==> src/rtl/rshd_sqrt.sv <==
// ----------------------------------------------------------------------------
// rshd_sqrt: pipelined integer square root
// Restoring digit-by-digit root, one result bit per register stage, with a
// valid bit and a sideband word carried alongside each item.
// ----------------------------------------------------------------------------
module rshd_sqrt #(
  parameter int RAD_W  = 46,
  parameter int SIDE_W = 31
) (
  input  logic                 clk,
  input  logic                 rst_n,
  input  logic                 in_vld,
  input  logic [RAD_W-1:0]     in_rad,
  input  logic [SIDE_W-1:0]    in_side,
  output logic                 out_vld,
  output logic [RAD_W/2-1:0]   out_root,
  output logic [SIDE_W-1:0]    out_side
);

  localparam int N    = RAD_W / 2;
  localparam int REMW = N + 3;

  logic              vld_r  [0:N-1];
  logic [REMW-1:0]   rem_r  [0:N-1];
  logic [N-1:0]      root_r [0:N-1];
  logic [RAD_W-1:0]  rad_r  [0:N-1];
  logic [SIDE_W-1:0] side_r [0:N-1];

  for (genvar i = 0; i < N; i++) begin : g_stage
    logic              vld_in;
    logic [REMW-1:0]   rem_in;
    logic [N-1:0]      root_in;
    logic [RAD_W-1:0]  rad_in;
    logic [SIDE_W-1:0] side_in;
    logic [REMW-1:0]   cur, trial, rem_nxt;
    logic [N-1:0]      root_nxt;
    logic              ge;

    // take the item from the ports or the previous stage
    if (i == 0) begin : g_first
      assign vld_in  = in_vld;
      assign rem_in  = '0;
      assign root_in = '0;
      assign rad_in  = in_rad;
      assign side_in = in_side;
    end else begin : g_next
      assign vld_in  = vld_r[i-1];
      assign rem_in  = rem_r[i-1];
      assign root_in = root_r[i-1];
      assign rad_in  = rad_r[i-1];
      assign side_in = side_r[i-1];
    end

    // bring down two radicand bits and try the next root bit
    always_comb begin
      cur      = {rem_in[REMW-3:0], rad_in[RAD_W-1 -: 2]};
      trial    = REMW'({root_in, 2'b01});
      ge       = (cur >= trial);
      rem_nxt  = ge ? (cur - trial) : cur;
      root_nxt = {root_in[N-2:0], ge};
    end

    always_ff @(posedge clk) begin
      if (!rst_n) begin
        vld_r[i] <= 1'b0;
      end else begin
        vld_r[i] <= vld_in;
      end
    end

    always_ff @(posedge clk) begin
      rem_r[i]  <= rem_nxt;
      root_r[i] <= root_nxt;
      rad_r[i]  <= rad_in << 2;
      side_r[i] <= side_in;
    end
  end

  assign out_vld  = vld_r[N-1];
  assign out_root = root_r[N-1];
  assign out_side = side_r[N-1];

endmodule

==> config.mk <==
export PLATFORM = sky130hd
export DESIGN_NAME = rshd_sqrt
export DESIGN_NICKNAME = d
export VERILOG_FILES = /design/src/rtl/rshd_sqrt.sv
export SDC_FILE = /design/constraint.sdc
export NUM_CORES = 2
export LEC_CHECK = 0
export BUFFER_PORTS_ARGS = -buffer_cell sky130_fd_sc_hd__buf_2
export CORE_MARGIN = 10
export CORE_UTILIZATION = 60
export CTS_CLUSTER_SIZE = 24
export DETAILED_ROUTE_END_ITERATION = 6
export HOLD_SLACK_MARGIN = 0.02
export PLACE_DENSITY = 0.77
export SYNTH_ARGS = -nofsm -noshare
export SYNTH_HDL_FRONTEND = slang
export SYNTH_SLANG_ARGS = --single-unit
==> constraint.sdc <==
create_clock -name clk -period 3.8 [get_ports clk]
set_input_delay 0.38 -clock clk [delete_from_list [all_inputs] [get_ports clk]]
set_output_delay 0.38 -clock clk [all_outputs]
set_load 0.01 [all_outputs]
# Word level (Yosys, flattened, before mapping)
# Memories as Yosys holds them, arrays and structs flattened.
# Index checks and enable logic that the tools add are counted.
[classes] addsub=23 magnitude_cmp=23 mux=48 bitwise_logic=23
[ops] op="2-to-1 mux 26 bit" n=23
[ops] op=">= comparator 26 x 25 -> 1 bit" n=22
[ops] op="subtractor 26 x 25 -> 26 bit" n=22
[ops] op="2-to-1 mux 1 bit" n=25
[ops] op="OR 1 bit" n=23
[ops] op="subtractor 2 x 1 -> 3 bit, second input constant" n=1
[ops] op=">= comparator 2 x 1 -> 1 bit, second input constant" n=1
[totals] register_bits=0 ram_bits=2875 inputBits=80 mem_count=5
[mem_list] memory="rad_r" depth=23 width=44 read_ports=22 rd_clocked_by_memory_dff=0 wr=23 line="26" text="logic [RAD_W-1:0] rad_r [0:N-1];"
[mem_list] memory="side_r" depth=23 width=31 read_ports=23 rd_clocked_by_memory_dff=0 wr=23 line="27" text="logic [SIDE_W-1:0] side_r [0:N-1];"
[mem_list] memory="rem_r" depth=23 width=26 read_ports=22 rd_clocked_by_memory_dff=0 wr=23 line="24" text="logic [REMW-1:0] rem_r [0:N-1];"
[mem_list] memory="root_r" depth=23 width=23 read_ports=23 rd_clocked_by_memory_dff=0 wr=23 line="25" text="logic [N-1:0] root_r [0:N-1];"
[mem_list] memory="vld_r" depth=23 width=1 read_ports=23 rd_clocked_by_memory_dff=0 wr=23 line="23" text="logic vld_r [0:N-1];"

# Logic depth before layout (Yosys ltp)
# An unclocked memory read counts as a cell.
[logic_depth] ltp_word=3 ltp_mapped=13 depth_no_buf=11

# Worst setup path after synthesis
# Ideal clock, no wire load.
[synth_timing] path_type="register to register" startpoint="mem root_r[2][95] (netlist bit)" endpoint="mem rem_r[21][10] (netlist bit)" setup_time_ps=121 arrival_ps=2906 setup_slack_ps=773 path_stages_with_launch=14 n_path_buf=3 cell_sequence="dfxtp_1 > inv_1 > ha_1 > clkbuf_1 > nand3_1 > a21oi_1 > o31ai_1 > nand2_1 > a221oi_1 > o211ai_1 > and2_1 > clkbuf_1 > clkbuf_1 > mux2_2"
[synth_lines] item="from (decl)" line="25"
[synth_lines] item="to (decl)" line="24"

==> flow_summary.toml <==
[status]
status = "finished, final reports clean"

[yosys]
netlist_top_cells_count = "dfxtp_1, inv_1, nor2_1"
syn_nets = 5703
synthCells = 5323
yosysTopAreaCell = "dfxtp_1"
async_flop_share_pct = 0
yosysTopAreaCellShare_pct = 65.62
syn_area_per_cell_um2 = 11.55
ys.warnings.count = 0
seq_area_frac_synth_pct = 65.62
synth_area_um2 = 61510
ys_types = 73
synth-seq-cells = 2016
synth_edf_count = 0
synth.most_common_cell = "dfxtp_1"
synth_area_leaders = "dfxtp_1, ha_1, xnor2_1, a21oi_1, xor2_1"
synth_ff_type = "dfxtp_1"

[drt]
routed_via_density = 5.156
first_iter_violations = 2285
routed_wirelength_mm = 111.6
num_vias = 37070
ant_nets = 0
drc_errors = 0
wire_per_inst_um = 15.51
firstDrtPassIters = 6

[cts]
cts_tree = "yes"
clockBufferDepth = 3
insertion_delay_ns = 0.78
clkSlewWorstSetupHoldPaths_ns = 0.06
cts-hold-fix-buffers = 81
htree_levels = 4
cts_buffers = 182
cts_resized = 0
cts.sinks = 2016
root_buffer = "clkbuf_16"
cts_post_setup_buffers_inserted = 0

[critical_path]
rr_worst_depth = 10
crit_end = "rem_r[15][21]"
path_cells = "inv_1 -> ha_1 -> nand3_1 -> nor2_1 -> nand4b_1 -> o311ai_0 -> a211oi_4 -> a2111oi_0 -> and4_1 -> xor2_1"
crit_required_ns = 4.47
crit_path_top_delay_cell = "o311ai_0"
cpPeakStageDelay_ns = 0.78
crit_path_start_kind = "register"
endpoint_kind = "register"
reg2reg_to = "rem_r[15][21]"
r2r-start = "root_r[1][152]"
worst-endpoint-arrival_ns = 3.96
regToRegSetupSlack_ns = 0.51
path_class = "register to register"
crit_start = "root_r[1][152]"
cp_max_fo = 9

[floorplan]
ios = 135
die_area_um2 = 115700
coreArea_um2 = 101700
fp.dieW_um = 340.2
row_count = 117
die_h_um = 340.2
initial_core_util_pct = 60.45

[placement]
gp_congestion = 0.9160
dpl_cell_area_um2 = 63880
numPortBuffers = 134
dp_hpwl_mm = 77.31

[cells_and_area]
final_net_count = 6059
nFillCells = 7232
diodes = 0
drive_gt1_share_pct = 9.754
final_cell_area_um2 = 70990
syn2layout_area_growth_pct = 15.42

[sta]
min_period_ns = 3.286
period_share_pct = 86.49
maxSlewViolCount = 0
rsz0062_at_grt = "no"
finalSetupViolCount = 0
fin_skew_ns = 0.04111
relSlewSlack_pct = 40.38
finalHoldViolCount = 0
tns_ns = 0
max_freq_mhz = 304.3
worst_pin_slew_ns = 0.8828

[global_routing]
track_usage_pct = 18.94
antenna_found_initial = 1
grt_pass1_wl_mm = 181.5
overflow = 0
grt_max_degree = 35
grt_pass1_vias = 36730

[job]
cap_violations = 0

[power]
pwr_density_cell_nw_per_um2 = 718.1
power_leakage_uw = 0.03259
peakVddDrop_uv = 540.1

[hold_path]
hold_class = "input pin to register"
-- where the power goes --
group	total (µW)	internal, µW	switching, µW	leakage, µW
registers	25600	23800	1800	0.0169
logic	6730	3090	3630	0.0126
clock network	18600	10900	7720	0.00307
-- worst min-delay path by stage --
stage,startpoint,to,cells past startpoint
after floorplan,rad_r[0][54],rad_r[0][100],0
after global placement,rad_r[0][282],rad_r[0][328],0
after detailed placement,rad_r[0][55],rad_r[0][101],0
after CTS,in_side[19],side_r[0][19],2
after global routing,in_rad[16],rad_r[0][16],2
final,in_rad[33],rad_r[0][33],2
-- layout by cell type, fill, tap and decap left out, drive strengths merged, types with 39 or more instances in the layout --
cell type    count
and2            42
xor2           179
o21ai          205
clkinv          39
mux2            68
o21a            58
dlygate4sd3     81
or3             41
nor2           324
inv            386
nor4            60
nand2b          54
xnor2          213
buf            159
ha             300
clkbuf         253
nand2          271
a21oi          322
nor3           117
nand3           83
dfxtp         2016
nand4           45
a21o            84
-- routing by layer --
metal	track usage, %	up-vias	wire [µm]
li1	-	18690	-
met2	32.30	905	53460
met4	6.932	0	3162
met5	0	-	0
met3	3.729	252	5879
met1	23.71	17230	49050
-- flip-flops by register name, indices dropped and copies added (netlist names) --
signal	count
rad_r	506
vld_r	23
rem_r	498
root_r	276
side_r	713
-- critical path, delay by kind of cell, from the launching register on --
kind / cells / cell delay (ns)
AND/OR/NAND/NOR: 4 / 0.86
buffers and inverters: 1 / 0.04
flip-flops: 1 / 0.32
AO/OA/AOI/OAI: 3 / 1.41
adder cells (fa/ha/maj): 1 / 0.41
XOR/XNOR: 1 / 0.14
-- kinds of logic (layout without fill, tap and decap cells) --
group           Yosys count  count (layout)  share of synthesized area [%]
flops                  2016            2016                          65.62
simple gates           1187            1187                          9.466
compound gates          905             905                          9.118
buf+inv                 445             945                          2.716
xor+xnor                392             392                          5.582
fa+ha+maj               300             300                          6.103
mux                      77              77                          1.391
other cells               1               1                       0.006097
-- area by class of cell --
cell class / count / area, µm² / area share [%]
sequential: 2016 / 40360 / 56.85
multi-input combinational: 2862 / 19510 / 27.48
clock buffer: 253 / 5213 / 7.343
tap: 1368 / 1712 / 2.411
timing repair buffer: 240 / 1694 / 2.386
inverter: 377 / 1415 / 1.993
clock inverter: 75 / 1089 / 1.533
-- per-stage QoR --
step                      worst slack [ns]  power, µW  hold WS (ns)  instances  utilization (%)
final                               0.5135      50980        0.2315       7191            69.78
after global routing                0.3236      53310        0.2065       7191            69.78
after CTS                           0.5852      51400        0.1722       7191            69.78
after detailed placement            0.5912      32610        0.3121       6782            62.79
after global placement              0.6847      32430        0.3095       6782            62.79
after floorplan                     0.7728      30540        0.3096       5323                -
Note: power is estimated with default switching activity, not from simulation.
